## config.mk

```make
export PLATFORM = sky130hd
export DESIGN_NAME = motor_power_limiter_flat
export DESIGN_NICKNAME = d
export VERILOG_FILES = /design/src/rtl/mpl_pkg.sv /design/src/rtl/mpl_if.sv /design/src/rtl/mpl_mul.sv /design/src/rtl/motor_power_limiter.sv /design/src/flat_wrapper.sv
export SDC_FILE = /design/constraint.sdc
export NUM_CORES = 2
export LEC_CHECK = 0
export BUFFER_PORTS_ARGS = -buffer_cell sky130_fd_sc_hd__buf_2
export CORE_MARGIN = 4
export CORE_UTILIZATION = 56
export DETAILED_ROUTE_END_ITERATION = 10
export PLACE_DENSITY = 0.79
export SYNTH_ARGS = -nofsm -noshare
export SYNTH_HDL_FRONTEND = slang
export SYNTH_SLANG_ARGS = --single-unit
```

## constraint.sdc

```tcl
create_clock -name i_clk -period 17.07 [get_ports i_clk]
set_clock_uncertainty 0.2 [all_clocks]
set_input_delay 1.707 -clock i_clk [delete_from_list [all_inputs] [get_ports i_clk]]
set_output_delay 1.707 -clock i_clk [all_outputs]
set_load 0.01 [all_outputs]
```

## src/rtl/mpl_pkg.sv

```systemverilog
// ---------------------------------------------------------------------------
// mpl_pkg
// types, constants and coefficient tables of the motor power limiter
// ---------------------------------------------------------------------------
package mpl_pkg;

    localparam logic [14:0] KNEE_RPM        = 15'd5000;
    localparam logic [31:0] EXP_STEP_Q31    = 32'd2146052469;
    localparam logic [16:0] DECAY_FLOOR_Q16 = 17'd66;
    localparam logic [16:0] ONE_Q15         = 17'd32768;
    localparam logic [23:0] REV_FLOOR_Q16   = 24'd196608;
    localparam logic [16:0] FORCE_BELOW_Q15 = 17'd6554;
    localparam logic [16:0] RATIO_MIN_Q15   = 17'd1638;
    localparam logic [16:0] SMOOTH_MIN_Q15  = 17'd328;
    localparam logic [31:0] CAP_FULL_SQ     = 32'd590490000;
    localparam logic signed [15:0] DIR_DEADBAND = 16'sd50;
    localparam logic [4:0]  DECAY_STEPS     = 5'd14;
    localparam logic [4:0]  DIV_STEPS       = 5'd30;
    localparam logic [4:0]  SQRT_STEPS      = 5'd15;
    // ceil(2^35 / 10): exact quotient by 10 (>> 35) or by 20 (>> 36) of 32-bit values
    localparam logic [31:0] RECIP_10        = 32'hCCCC_CCCD;

    typedef enum logic [1:0] {
        DIR_NONE = 2'd0,
        DIR_POS  = 2'd1,
        DIR_NEG  = 2'd2
    } t_dir;

    typedef enum logic [1:0] {
        MODE_RECOVER,
        MODE_FORCE,
        MODE_LIMIT
    } t_mode;

    typedef enum logic [4:0] {
        ST_IDLE, ST_DEC_ACC, ST_DEC_SQ, ST_DEC_NXT, ST_IE, ST_IE2,
        ST_A1, ST_A2, ST_A3, ST_C1, ST_C2, ST_C3, ST_B1, ST_V1,
        ST_DECIDE, ST_SCALE, ST_DIV, ST_POST, ST_SQRT, ST_RATIO,
        ST_MAG, ST_FIN, ST_OUT
    } t_state;

    function automatic logic [31:0] coef_a(input logic kind);
        return kind ? 32'd2302812 : 32'd2878515;
    endfunction

    function automatic logic [31:0] coef_b(input logic kind);
        return kind ? 32'd6746519 : 32'd44976792;
    endfunction

    function automatic logic [31:0] coef_c(input logic kind);
        return kind ? 32'd259485 : 32'd117648;
    endfunction

    function automatic logic [31:0] coef_d(input logic kind);
        return kind ? 32'd98304 : 32'd85197;
    endfunction

endpackage

```

## src/rtl/mpl_if.sv

```systemverilog
// ---------------------------------------------------------------------------
// mpl channel interfaces
// valid/ready command and result channels of the motor power limiter
// ---------------------------------------------------------------------------
interface mpl_cmd_if;
    logic               valid;
    logic               ready;
    logic signed [15:0] target_current;
    logic signed [14:0] shaft_speed;
    logic [15:0]        power_budget;
    logic [14:0]        cap_voltage_mv;
    logic               motor_kind;

    modport source (output valid, target_current, shaft_speed, power_budget,
                    cap_voltage_mv, motor_kind, input ready);
    modport sink   (input valid, target_current, shaft_speed, power_budget,
                    cap_voltage_mv, motor_kind, output ready);
endinterface

interface mpl_res_if;
    logic               valid;
    logic               ready;
    logic signed [15:0] limited_current;
    logic [15:0]        predicted_power;

    modport source (output valid, limited_current, predicted_power, input ready);
    modport sink   (input valid, limited_current, predicted_power, output ready);
endinterface

```

## src/rtl/mpl_mul.sv

```systemverilog
// ---------------------------------------------------------------------------
// mpl_mul
// shared 32x32 unsigned multiplier with a registered product
// ---------------------------------------------------------------------------
module mpl_mul (
    input  logic        i_clk,
    input  logic [31:0] i_a,
    input  logic [31:0] i_b,
    output logic [63:0] o_p
);
    logic [63:0] r_p;

    always_ff @(posedge i_clk) begin
        r_p <= 64'(i_a) * 64'(i_b);
    end

    assign o_p = r_p;
endmodule

```

## src/rtl/motor_power_limiter.sv

```systemverilog
// A zero budget skips the computation and goes straight to the output register; the
// next command is taken only once the result is loaded there, after any output stall.
// The time of a command is set by the decay loop on the shared multiplier, the
// 30-step restoring divider and the 15-step square root of the limiting path.
// Reset (synchronous, active low) sets every ratio to 1.0, every direction to none
// and empties the output register.
// ---------------------------------------------------------------------------
// motor_power_limiter
// per-command power prediction and current scaling on one shared multiplier
// ---------------------------------------------------------------------------
module motor_power_limiter #(
    parameter int MOTOR_KINDS = 2
) (
    input  logic       i_clk,
    input  logic       i_rst_n,
    mpl_cmd_if.sink    i_cmd,
    mpl_res_if.source  o_res
);
    import mpl_pkg::*;

    localparam int SLOT_W = (MOTOR_KINDS > 1) ? $clog2(MOTOR_KINDS) : 1;

    t_state r_state, n_state;

    logic [16:0]        r_ratio [MOTOR_KINDS];
    t_dir               r_ldir  [MOTOR_KINDS];

    logic               r_neg;
    logic [15:0]        r_absi;
    logic [14:0]        r_spd;
    logic [14:0]        r_volt;
    logic [15:0]        r_budget;
    logic               r_kind;
    logic [SLOT_W-1:0]  r_slot;
    logic               r_rev;
    logic [13:0]        r_d;
    logic [4:0]         r_cnt;
    logic [31:0]        r_acc;
    logic [31:0]        r_c;
    logic [23:0]        r_ie;
    logic [46:0]        r_t;
    logic [63:0]        r_plo;
    logic [31:0]        r_a;
    logic [31:0]        r_cc;
    logic [31:0]        r_b;
    logic               r_capfull;
    logic [16:0]        r_s;
    t_mode              r_mode;
    logic [32:0]        r_rem;
    logic [29:0]        r_dvd;
    logic [31:0]        r_dvs;
    logic [29:0]        r_quo;
    logic [29:0]        r_sx;
    logic [30:0]        r_sr;
    logic [28:0]        r_sbit;
    logic [15:0]        r_pq;
    logic [15:0]        r_lim;
    logic               r_ovalid;
    logic [15:0]        r_olim;
    logic [15:0]        r_opq;

    logic [31:0] mul_a, mul_b;
    logic [63:0] prod;

    mpl_mul u_mul (
        .i_clk (i_clk),
        .i_a   (mul_a),
        .i_b   (mul_b),
        .o_p   (prod)
    );

    // input decode
    logic               cmd_xfer;
    logic [16:0]        in_abs_i;
    logic [15:0]        in_abs_s;
    t_dir               in_dir;
    logic [SLOT_W-1:0]  in_slot;
    t_dir               old_dir;

    assign cmd_xfer = i_cmd.valid && i_cmd.ready;
    assign in_abs_i = i_cmd.target_current[15] ? 17'(-$signed({i_cmd.target_current[15],
                      i_cmd.target_current})) : 17'(i_cmd.target_current);
    assign in_abs_s = i_cmd.shaft_speed[14] ? 16'(-$signed({i_cmd.shaft_speed[14],
                      i_cmd.shaft_speed})) : 16'(i_cmd.shaft_speed);
    assign in_dir   = (i_cmd.target_current > DIR_DEADBAND) ? DIR_POS :
                      (i_cmd.target_current < -DIR_DEADBAND) ? DIR_NEG : DIR_NONE;
    assign in_slot  = (32'(i_cmd.motor_kind) < MOTOR_KINDS) ? SLOT_W'(i_cmd.motor_kind)
                                                             : SLOT_W'(MOTOR_KINDS - 1);
    assign old_dir  = r_ldir[in_slot];

    // datapath helpers
    logic [31:0] rnd31;
    logic [32:0] dec_sum;
    logic [16:0] dec_q;
    logic [23:0] ie_w;
    logic [31:0] pred;
    logic [23:0] eff;
    logic [23:0] rev_eff;
    logic [31:0] fixed_p, var_p, tv;
    logic [23:0] pq_full;
    logic [32:0] div_sh;
    logic        div_ge;
    logic [30:0] sq_rb;
    logic        sq_ge;
    logic [16:0] tr_c;
    logic [17:0] s_avg;
    logic [16:0] s_lim;
    logic [16:0] mag;
    logic [16:0] rcp_q;

    assign rnd31   = 32'((prod + (64'd1 << 30)) >> 31);
    assign dec_sum = 33'(r_acc) + 33'd16384;
    assign dec_q   = (dec_sum[31:15] < DECAY_FLOOR_Q16) ? DECAY_FLOOR_Q16 : dec_sum[31:15];
    assign ie_w    = 24'((prod + 64'd128) >> 8);
    assign pred    = r_a + r_b + r_cc + coef_d(r_kind);
    assign rev_eff = {3'b0, r_budget, 5'b0};
    assign eff     = r_rev ? ((rev_eff < REV_FLOOR_Q16) ? REV_FLOOR_Q16 : rev_eff)
                           : {r_budget, 8'b0};
    assign pq_full = 24'((pred + 32'd128) >> 8);
    assign fixed_p = r_b + coef_d(r_kind);
    assign var_p   = r_a + r_cc;
    assign tv      = ({8'b0, eff} > fixed_p) ? {8'b0, eff} - fixed_p : 32'd0;
    assign div_sh  = {r_rem[31:0], r_dvd[29]};
    assign div_ge  = div_sh >= {1'b0, r_dvs};
    assign sq_rb   = r_sr + {2'b0, r_sbit};
    assign sq_ge   = {1'b0, r_sx} >= sq_rb;
    assign tr_c    = (r_sr[16:0] > ONE_Q15) ? ONE_Q15 :
                     (r_sr[16:0] < RATIO_MIN_Q15) ? RATIO_MIN_Q15 : r_sr[16:0];
    assign s_avg   = (18'(r_s) + 18'(tr_c) + 18'd1) >> 1;
    assign s_lim   = (s_avg > 18'(ONE_Q15)) ? ONE_Q15 :
                     (s_avg < 18'(SMOOTH_MIN_Q15)) ? SMOOTH_MIN_Q15 : s_avg[16:0];
    assign mag     = 17'((prod + 64'd16384) >> 15);
    // quotient by 20 for forced recovery, by 10 for recovery
    assign rcp_q   = (r_mode == MODE_FORCE) ? prod[52:36] : prod[51:35];

    always_ff @(posedge i_clk) begin
        if (!i_rst_n) begin
            r_state <= ST_IDLE;
        end else begin
            r_state <= n_state;
        end
    end

    always_comb begin
        n_state = r_state;
        mul_a   = 32'd0;
        mul_b   = 32'd0;
        unique case (r_state)
            ST_IDLE: begin
                if (cmd_xfer) begin
                    n_state = (i_cmd.power_budget == 16'd0) ? ST_OUT : ST_DEC_ACC;
                end
            end
            ST_DEC_ACC: begin
                mul_a   = r_acc;
                mul_b   = r_c;
                n_state = ST_DEC_SQ;
            end
            ST_DEC_SQ: begin
                mul_a   = r_c;
                mul_b   = r_c;
                n_state = ST_DEC_NXT;
            end
            ST_DEC_NXT: begin
                n_state = (r_cnt == DECAY_STEPS - 5'd1) ? ST_IE : ST_DEC_ACC;
            end
            ST_IE: begin
                mul_a   = 32'(r_absi);
                mul_b   = 32'(dec_q);
                n_state = ST_IE2;
            end
            ST_IE2: begin
                mul_a   = 32'(ie_w);
                mul_b   = 32'(r_spd);
                n_state = ST_A1;
            end
            ST_A1: begin
                mul_a   = prod[31:0];
                mul_b   = coef_a(r_kind);
                n_state = ST_A2;
            end
            ST_A2: begin
                mul_a   = 32'(r_t[37:32]);
                mul_b   = coef_a(r_kind);
                n_state = ST_A3;
            end
            ST_A3: begin
                mul_a   = 32'(r_ie);
                mul_b   = 32'(r_ie);
                n_state = ST_C1;
            end
            ST_C1: begin
                mul_a   = prod[31:0];
                mul_b   = coef_c(r_kind);
                n_state = ST_C2;
            end
            ST_C2: begin
                mul_a   = 32'(r_t[46:32]);
                mul_b   = coef_c(r_kind);
                n_state = ST_C3;
            end
            ST_C3: begin
                mul_a   = 32'(r_spd);
                mul_b   = coef_b(r_kind);
                n_state = ST_B1;
            end
            ST_B1: begin
                mul_a   = 32'(r_volt);
                mul_b   = 32'(r_volt);
                n_state = ST_V1;
            end
            ST_V1: begin
                n_state = ST_DECIDE;
            end
            ST_DECIDE: begin
                if (pred <= {8'b0, eff}) begin
                    mul_a   = 32'(ONE_Q15 - r_s);
                    mul_b   = 32'd7;
                    n_state = ST_SCALE;
                end else if (r_s < FORCE_BELOW_Q15 && r_capfull) begin
                    mul_a   = 32'(r_s);
                    mul_b   = 32'd21;
                    n_state = ST_SCALE;
                end else if (var_p == 32'd0 || tv >= var_p) begin
                    n_state = ST_RATIO;
                end else begin
                    n_state = ST_DIV;
                end
            end
            ST_SCALE: begin
                // divide the scaled ratio through the reciprocal
                mul_a   = prod[31:0];
                mul_b   = RECIP_10;
                n_state = ST_POST;
            end
            ST_DIV: begin
                n_state = (r_cnt == DIV_STEPS - 5'd1) ? ST_POST : ST_DIV;
            end
            ST_POST: begin
                n_state = (r_mode == MODE_LIMIT) ? ST_SQRT : ST_MAG;
            end
            ST_SQRT: begin
                n_state = (r_cnt == SQRT_STEPS - 5'd1) ? ST_RATIO : ST_SQRT;
            end
            ST_RATIO: begin
                n_state = ST_MAG;
            end
            ST_MAG: begin
                mul_a   = 32'(r_absi);
                mul_b   = 32'(r_s);
                n_state = ST_FIN;
            end
            ST_FIN: begin
                n_state = ST_OUT;
            end
            ST_OUT: begin
                if (!r_ovalid || o_res.ready) begin
                    n_state = ST_IDLE;
                end
            end
            default: n_state = ST_IDLE;
        endcase
    end

    // per-kind state and output register
    always_ff @(posedge i_clk) begin
        if (!i_rst_n) begin
            for (int k = 0; k < MOTOR_KINDS; k++) begin
                r_ratio[k] <= ONE_Q15;
                r_ldir[k]  <= DIR_NONE;
            end
            r_ovalid <= 1'b0;
        end else begin
            if (r_state == ST_IDLE && cmd_xfer && i_cmd.power_budget != 16'd0) begin
                r_ldir[in_slot] <= in_dir;
            end
            if (r_state == ST_MAG) begin
                r_ratio[r_slot] <= r_s;
            end
            if (r_state == ST_OUT && (!r_ovalid || o_res.ready)) begin
                r_ovalid <= 1'b1;
            end else if (o_res.ready) begin
                r_ovalid <= 1'b0;
            end
        end
    end

    always_ff @(posedge i_clk) begin
        case (r_state)
            ST_IDLE: begin
                r_neg    <= i_cmd.target_current[15];
                r_absi   <= in_abs_i[15:0];
                r_spd    <= in_abs_s[14:0];
                r_volt   <= i_cmd.cap_voltage_mv;
                r_budget <= i_cmd.power_budget;
                r_kind   <= i_cmd.motor_kind;
                r_slot   <= in_slot;
                r_rev    <= old_dir != DIR_NONE && in_dir != DIR_NONE && old_dir != in_dir;
                r_s      <= (r_ratio[in_slot] > ONE_Q15) ? ONE_Q15 : r_ratio[in_slot];
                r_d      <= (in_abs_s[14:0] > KNEE_RPM) ? 14'(in_abs_s[14:0] - KNEE_RPM)
                                                        : 14'd0;
                r_acc    <= 32'h8000_0000;
                r_c      <= EXP_STEP_Q31;
                r_cnt    <= 5'd0;
                r_lim    <= i_cmd.target_current;
                r_pq     <= 16'd0;
            end
            ST_DEC_SQ: begin
                if (r_d[0]) begin
                    r_acc <= rnd31;
                end
            end
            ST_DEC_NXT: begin
                r_c   <= rnd31;
                r_d   <= r_d >> 1;
                r_cnt <= r_cnt + 5'd1;
            end
            ST_IE2: r_ie <= ie_w;
            ST_A1:  r_t  <= prod[46:0];
            ST_A2:  r_plo <= prod;
            ST_A3:  r_a  <= 32'((r_plo + (prod << 32) + (64'd1 << 31)) >> 32);
            ST_C1:  r_t  <= prod[46:0];
            ST_C2:  r_plo <= prod;
            ST_C3:  r_cc <= 32'((r_plo + (prod << 32) + (64'd1 << 39)) >> 40);
            ST_B1:  r_b  <= 32'((prod + 64'd32768) >> 16);
            ST_V1:  r_capfull <= {prod[30:0], 1'b0} >= CAP_FULL_SQ;
            ST_DECIDE: begin
                r_pq  <= (pq_full > 24'd65535) ? 16'hFFFF : pq_full[15:0];
                r_cnt <= 5'd0;
                r_sr  <= 31'(ONE_Q15);
                if (pred <= {8'b0, eff}) begin
                    r_mode <= MODE_RECOVER;
                end else if (r_s < FORCE_BELOW_Q15 && r_capfull) begin
                    r_mode <= MODE_FORCE;
                end else begin
                    r_mode <= MODE_LIMIT;
                    r_rem  <= 33'(tv);
                    r_dvd  <= 30'd0;
                    r_dvs  <= var_p;
                end
            end
            ST_DIV: begin
                r_rem <= div_ge ? div_sh - {1'b0, r_dvs} : div_sh;
                r_dvd <= r_dvd << 1;
                r_quo <= {r_quo[28:0], div_ge};
                r_cnt <= r_cnt + 5'd1;
            end
            ST_POST: begin
                r_cnt  <= 5'd0;
                r_sx   <= r_quo;
                r_sr   <= 31'd0;
                r_sbit <= 29'h1000_0000;
                case (r_mode)
                    MODE_RECOVER: r_s <= ONE_Q15 - rcp_q;
                    MODE_FORCE:   r_s <= (rcp_q > ONE_Q15) ? ONE_Q15 : rcp_q;
                    default:      r_s <= r_s;
                endcase
            end
            ST_SQRT: begin
                if (sq_ge) begin
                    r_sx <= 30'({1'b0, r_sx} - sq_rb);
                    r_sr <= (r_sr >> 1) + {2'b0, r_sbit};
                end else begin
                    r_sr <= r_sr >> 1;
                end
                r_sbit <= r_sbit >> 2;
                r_cnt  <= r_cnt + 5'd1;
            end
            ST_RATIO: r_s <= s_lim;
            ST_FIN:   r_lim <= r_neg ? 16'(-mag) : mag[15:0];
            ST_OUT: begin
                if (!r_ovalid || o_res.ready) begin
                    r_olim <= r_lim;
                    r_opq  <= r_pq;
                end
            end
            default: ;
        endcase
    end

    assign i_cmd.ready           = (r_state == ST_IDLE);
    assign o_res.valid           = r_ovalid;
    assign o_res.limited_current = r_olim;
    assign o_res.predicted_power = r_opq;

endmodule

```

## src/flat_wrapper.sv

```systemverilog
// flat-port wrapper written by rule: the top's interface ports become plain ports
module motor_power_limiter_flat import mpl_pkg::*;
#(
    parameter int MOTOR_KINDS = 2
)
  (i_clk, i_rst_n, i_cmd_valid, i_cmd_target_current, i_cmd_shaft_speed, i_cmd_power_budget, i_cmd_cap_voltage_mv, i_cmd_motor_kind, i_cmd_ready, o_res_valid, o_res_limited_current, o_res_predicted_power, o_res_ready);
  mpl_cmd_if i_cmd_i ();
  mpl_res_if o_res_i ();
  input  logic i_clk;
  input  logic i_rst_n;
  input wire logic [$bits(i_cmd_i.valid)-1:0] i_cmd_valid;
  input wire logic [$bits(i_cmd_i.target_current)-1:0] i_cmd_target_current;
  input wire logic [$bits(i_cmd_i.shaft_speed)-1:0] i_cmd_shaft_speed;
  input wire logic [$bits(i_cmd_i.power_budget)-1:0] i_cmd_power_budget;
  input wire logic [$bits(i_cmd_i.cap_voltage_mv)-1:0] i_cmd_cap_voltage_mv;
  input wire logic [$bits(i_cmd_i.motor_kind)-1:0] i_cmd_motor_kind;
  output wire logic [$bits(i_cmd_i.ready)-1:0] i_cmd_ready;
  output wire logic [$bits(o_res_i.valid)-1:0] o_res_valid;
  output wire logic [$bits(o_res_i.limited_current)-1:0] o_res_limited_current;
  output wire logic [$bits(o_res_i.predicted_power)-1:0] o_res_predicted_power;
  input wire logic [$bits(o_res_i.ready)-1:0] o_res_ready;
  assign i_cmd_i.valid = i_cmd_valid;
  assign i_cmd_i.target_current = i_cmd_target_current;
  assign i_cmd_i.shaft_speed = i_cmd_shaft_speed;
  assign i_cmd_i.power_budget = i_cmd_power_budget;
  assign i_cmd_i.cap_voltage_mv = i_cmd_cap_voltage_mv;
  assign i_cmd_i.motor_kind = i_cmd_motor_kind;
  assign i_cmd_ready = i_cmd_i.ready;
  assign o_res_valid = o_res_i.valid;
  assign o_res_limited_current = o_res_i.limited_current;
  assign o_res_predicted_power = o_res_i.predicted_power;
  assign o_res_i.ready = o_res_ready;
  motor_power_limiter #(.MOTOR_KINDS(MOTOR_KINDS)) u_core (.i_clk(i_clk), .i_rst_n(i_rst_n), .i_cmd(i_cmd_i), .o_res(o_res_i));
endmodule
```

* Word-level counts from Yosys, hierarchy flattened
Memory sizes are Yosys's and may differ from the RTL's.
Index checks and enable logic that the tools add are counted.
Widths: inputs -> output; s select.
** Cells by class
- Add/subtract/negate cells :: 28
- $mul :: 1
- Div/mod/pow operators :: 0
- $lt $le $gt $ge :: 19
- Eq/ne operators :: 35
- Shifts and indexed selects :: 0
- Multiplexer cells :: 76
- Bitwise operators :: 2
- Reduce and logical (&&, ||, !) cells :: 45
** Operators with widths (number)
- $pmux 32 s11 :: 2
- $mux 32 :: 7
- $pmux 32 s2 :: 3
- $mux 17 :: 10
- $pmux 30 s2 :: 2
- $pmux 5 s23 :: 1
- $add 32x32->32 :: 3
- $pmux 31 s3 :: 1
- $mux 30 :: 3
- $gt 17x16->1 const B :: 4
- $add 32x24->32 :: 2
- $add 32x8->32 const B :: 2
- $add 64x32->64 const B :: 1
- $add 64x40->64 const B :: 1
- $add 64x64->64 :: 1
- $mul 32x32->64 :: 1
- $pmux 16 s2 :: 2
- $add 63x31->63 const B :: 1
- $pmux 29 s2 :: 1
- $pmux 17 s3 :: 1
- $eq 5x4->1 const B :: 10
- $add 48x16->48 const B :: 1
- $mux 16 :: 3
- $eq 5x5->1 const B :: 8
- other kinds (70) :: 135
** Storage, ports and cells
- Register bits after elaboration :: 739
- Bits in latches :: 0
- Bits in writable memories :: 38
- Memory bits (read-only) :: 0
- Bits of input ports :: 67
- Output and inout bits :: 34
- Logic and storage cells :: 243
- Memories kept :: 2
** Memories
- u_core.r_ratio :: words 2, bits a word 17, read ports 1, clocked after memory_dff 0, wr ports 2, RTL line motor_power_limiter.sv:25 : logic [16:0] r_ratio [MOTOR_KINDS];
- u_core.r_ldir :: words 2, bits a word 2, read ports 1, clocked after memory_dff 0, wr ports 2, RTL line motor_power_limiter.sv:26 : t_dir r_ldir [MOTOR_KINDS];

* Depth between registers and ports, before layout
- Word-level depth :: 11
- Depth in mapped cells :: 58
- Depth with buffers taken out :: 54

* By module
Synthesis repeated with hierarchy kept, for this count alone.
** Unflattened totals
- Cells, all modules :: 8560
- Area, all modules :: 80159.4 um2
** By module, submodules not included
- motor_power_limiter :: instances 1, cells an instance 4694, area an instance 45104.5 um2, seq. area each 18137.4 um2
- mpl_mul :: instances 1, cells an instance 3866, area an instance 35054.9 um2, seq. area each 1281.2 um2

* Worst setup path before layout
No wires, ideal clock.
- Path type :: register to register
- From :: register u_core.r_kind
- To :: register u_core.u_mul.r_p[61] (netlist: u_core.u_mul.o_p[61])
- Setup time :: 0.072 ns
- Data arrival time :: 13.446 ns
- Required time :: 16.798 ns
- Path slack :: 3.352 ns
- Cell stages (with the launch flop) :: 53
- Path buffers :: 2
- Clock period less this slack :: 13.718 ns
- Cells stage by stage :: edfxtp_1 > clkinv_1 > fa_1 > inv_1 > fa_1 > inv_1 > ha_1 > a21oi_1 > o21ai_1 > a21boi_0 > nand2_1 > xnor2_1 > inv_1 > ha_1 > nor2b_1 > o21ai_0 > nand2_1 > o31a_1 > [... 17 more ...] > fa_1 > fa_1 > inv_1 > fa_1 > inv_1 > ha_1 > a21oi_1 > o21bai_1 > a2111oi_0 > o21bai_1 > o41a_1 > a31oi_1 > o211ai_1 > a31oi_1 > o31ai_1 > a31o_2 > a221oi_1 > xnor2_1
** On the way
- Word-level cells in the longest chain between the ends :: 6
- Elaborated cells on any way between the ends :: 11
- Those cells by class :: 1 x add/sub; 1 x mul; 1 x order compare; 8 x mux
** RTL lines
- start: declaration :: RTL line motor_power_limiter.sv:33 : logic r_kind;
- start signal: assignment :: RTL line motor_power_limiter.sv:296 : r_kind <= i_cmd.motor_kind;
- $mux 16 :: RTL line mpl_pkg.sv:55 : return kind ? 32'd98304 : 32'd85197;
- $add 32x32->32 :: RTL line motor_power_limiter.sv:115 : assign pred = r_a + r_b + r_cc + coef_d(r_kind);
- $le 32x24->1 :: RTL line motor_power_limiter.sv:216 : if (pred <= {8'b0, eff}) begin
- $mux 32 :: RTL line motor_power_limiter.sv:216
- $pmux 32 s11 :: RTL line motor_power_limiter.sv:148 : unique case (r_state)
- $mul 32x32->64 (*) :: RTL line mpl_mul.sv:14 : r_p <= 64'(i_a) * 64'(i_b);
- end signal: assignment :: RTL line mpl_mul.sv:14
- end: declaration :: RTL line mpl_mul.sv:11 : logic [63:0] r_p;
Every way passes the cells marked *; elsewhere a longest branch is shown, timed or not.
A chain may end at the register's enable or synchronous reset.

* Final worst setup path
- From :: register u_core.r_kind
- To :: register u_core.u_mul.r_p[57] (netlist: u_core.u_mul.o_p[57])
Same word-level chain as after synthesis.

==> impl_metrics.csv <==
group,metric,value,unit
critical_path,crit_path_end_kind,"flip-flop",
cts,worstSkewPairLatency,680,ps
floorplanning,initial_core_util,56.4,%
route,route.antenna.remaining_nets,0,
power_and_ir_drop,powerDensity,105,nW/µm²
power_and_ir_drop,power_frac_comb,54.5,%
floorplanning,chipHeight,383,µm
power_and_ir_drop,pwr-share-seq,25.9,%
min_path,hold_path.class,"flip-flop to flip-flop",
floorplanning,io_pins,101,
global_route,grt_usage,35.7,%
route,wire_per_inst,25.1,µm
cts,cts_sinks,670,
route,drc,0,
synth,syn_inst,8515,
cts,cts_setup_buffers,0,
power_and_ir_drop,leakage,38.0,nW
floorplanning,die-area,147000,µm²
floorplanning,coreArea,140000,µm²
synth,ys_ff_latch,670,
floorplanning,die_w,383,µm
critical_path,crit_top_cell,"fa_1",
critical_path,criticalPathCategory,"flip-flop to flip-flop",
power_and_ir_drop,intPower,4.73,mW
global_route,grt_start_max_net_pins,85,
cts,ctsHtreeMaxLevel,3,
critical_path,path_max_fanout,17,
synth,yosysSeqAreaShare,24.7,%
critical_path,slowest_delay,720,ps
timing,whs,216,ps
cts,clkTransAtPathRegs,60,ps
cells_and_area,multi_input_area,53200,µm²
critical_path,reg2reg_from,"u_core.r_kind",
route,avgViaCountPerCell,6.23,
cells_and_area,register_area,19400,µm²
global_route,grt_pass1_vias,65500,
synth,async_flop_share,0,%
power_and_ir_drop,p_clk_share,19.6,%
global_route,grt_overflow_total,0,
timing,hold_viol,0,
critical_path,crit_start,"u_core.r_kind",
timing,rsz0062_at_grt,"false",
cells_and_area,drive_gt1_share,6.34,%
synth,synth_ff_type,"edfxtp_1",
critical_path,crit_arrival,16680,ps
cts,cts_hold_buf,0,
outcome,violations,"max-capacitance violations",
outcome,status,"finished, violations left",
timing,fin_tns_setup,0,ps
synth,yosys.cell_types.count,110,
floorplanning,rows,137,
critical_path,start_kind,"flip-flop",
power_and_ir_drop,vdd_drop_max,0.0768,mV
placement,place_hpwl,206,mm
route,wl,262,mm
power_and_ir_drop,p_switching,4.12,mW
placement,place.gp.congestion,1.04,
cells_and_area,layout_common_cells,"inv_1, nand2_1, fa_1, nor2_1, edfxtp_1",
run,drv_cap,1,
cts,cts_root_buffer,"clkbuf_16",
synth,synth_area_per_cell,9.25,µm²
timing,period_share,95.7,%
global_route,grt_pass1_wl,397,mm
critical_path,crit_slowest_cell,"o21ai_1",
timing,timing.final.crit_period,16330,ps
timing,max_freq,61.2,MHz
placement,portBuffers,100,
route,dr.pass1.iters,9,
min_path,worstHoldStart,"u_core.r_lim[15]",
synth,ys.warnings.count,0,
route,routed-via-count,65000,
power_and_ir_drop,switching_share,46.6,%
timing,timing.slew.headroom,1.25,%
timing,finalSetupViolCount,0,
synth,syn_area,78700,µm²
cts,cts_buffers,73,
critical_path,crit_required,17420,ps
cells_and_area,syn2layout_area_growth,6.75,%
cells_and_area,finalNetCount,10100,
timing,worst_pin_slew,1470,ps
cts,cts_max_path_buffers,3,
cells_and_area,nFillCells,11700,
cts,cts-resized-gates,0,
cells_and_area,final_common_cell,"inv_1",
global_route,antenna_found_initial,5,
synth,synth-edff-count,600,
route,drt_iter0_drc,7901,
timing,drv_slew,0,
cts,cts_tree,"done",
[worst max-delay path, delay by kind of cell, from the launching register on]
kind	cells	cell delay, ps
flip-flops	1	580
AND/OR/NAND/NOR	6	1420
buffers and inverters	9	1490
XOR/XNOR	2	650
AO/OA/AOI/OAI	20	6050
adder cells (fa/ha/maj)	13	5780
[metrics by stage]
step                area (µm²)  cells  setup WS [ps]  power (mW)  util (%)
floorplan                78800   8523           3350        5.35         -
global placement         81400  10300           1400        6.85      58.4
detailed placement       81400  10300           1100        6.95      58.4
CTS                      84000  10400           1010        8.70      60.2
global route             84000  10400            102        9.32      60.2
finish                   84000  10400            742        8.85      60.2
[per-layer routing]
| metal | part of all wire, % | global-route usage, % |
|---|---|---|
| met2 | 43 | 54.4 |
| met3 | 12 | 9.33 |
| met1 | 36 | 44.7 |
| met4 | 8.7 | 24.0 |
| met5 | 0.0042 | 0 |
[final cells by class]
cell class	count	area share, %
diodes	6	0.0179
clock buffers	95	2.36
clock inverters	40	0.688
inverters	1242	5.55
multi-input cells	6235	63.3
flip-flops and latches	670	23.1
well taps	1876	2.79
repair buffers	278	2.19
[power groups by stage]
stage / combinational, mW / sequential, mW / clock (mW)
2_1_floorplan: 3.19 / 2.16 / 0
3_3_place_gp: 4.54 / 2.30 / 0
3_5_place_dp: 4.64 / 2.31 / 0
4_1_cts: 4.69 / 2.27 / 1.74
5_1_grt: 5.23 / 2.29 / 1.80
6_report: 4.83 / 2.29 / 1.73
[flip-flops by register name (all words and copies together), names as in the netlist, 16 cells and up]
register,cells
u_core.r_s,17
u_core.o_res.limited_current,16
u_core.r_sx,30
u_core.r_a,32
u_core.u_mul.o_p,64
u_core.r_dvs,32
u_core.r_lim,16
u_core.r_plo,33
u_core.r_pq,16
u_core.r_rem,32
u_core.r_c,32
u_core.r_absi,16
u_core.r_ie,24
u_core.r_sr,31
u_core.r_budget,16
u_core.r_quo,30
u_core.r_ratio,34
u_core.o_res.predicted_power,16
u_core.r_b,32
u_core.r_cc,24
u_core.r_acc,32
[synth_stat cells (all sizes together), types with 20 or more instances]
| cell | count | area, µm² |
|---|---|---|
| inv | 1239 | 4650 |
| nand2 | 983 | 3690 |
| fa | 934 | 18700 |
| nor2 | 891 | 3350 |
| edfxtp | 600 | 18000 |
| ha | 589 | 7370 |
| xnor2 | 342 | 3000 |
| a21oi | 318 | 1600 |
| o21ai | 261 | 1340 |
| clkbuf | 257 | 965 |
| xor2 | 212 | 1860 |
| nand3 | 160 | 816 |
| a21o | 140 | 1050 |
| buf | 119 | 654 |
| nor3 | 113 | 587 |
| and2 | 112 | 701 |
| and3 | 92 | 576 |
| nand2b | 77 | 482 |
| o21a | 77 | 578 |
| nand4 | 76 | 475 |
| dfxtp | 70 | 1400 |
| nor2b | 60 | 375 |
| a31oi | 58 | 384 |
| nor4 | 53 | 369 |
| a211oi | 52 | 408 |
| o21bai | 52 | 390 |
| or2 | 50 | 313 |
| o211ai | 36 | 275 |
| or3 | 36 | 235 |
| a221oi | 35 | 313 |
| mux2i | 32 | 320 |
| a31o | 31 | 272 |
| o31ai | 30 | 239 |
| a222oi | 26 | 260 |
| a2111oi | 24 | 285 |
| and4 | 23 | 201 |
| a22oi | 20 | 150 |
| or4 | 20 | 158 |
[cell families (layout without fill, tap and decap cells)]
| group | Yosys count | after routing | share of synthesized area (%) |
|---|---|---|---|
| simple gates | 2780 | 2780 | 16.1 |
| buf+inv | 1618 | 1655 | 7.98 |
| fa+ha+maj | 1523 | 1523 | 33.1 |
| compound gates | 1329 | 1329 | 11.5 |
| flops | 670 | 670 | 24.7 |
| xor+xnor | 554 | 554 | 6.16 |
| mux | 40 | 40 | 0.521 |
| other cells | 1 | 15 | 0.00476 |
[final timing paths]
path	end	slack (ps)	depth (start not counted)
max	u_core.u_mul.o_p[57]	740	50
min	u_core.o_res.limited_current[15]	220	0
max reg2reg	u_core.u_mul.o_p[57]	740	50
min reg2reg	u_core.o_res.limited_current[15]	220	0
(Power assumes the default switching activity.)
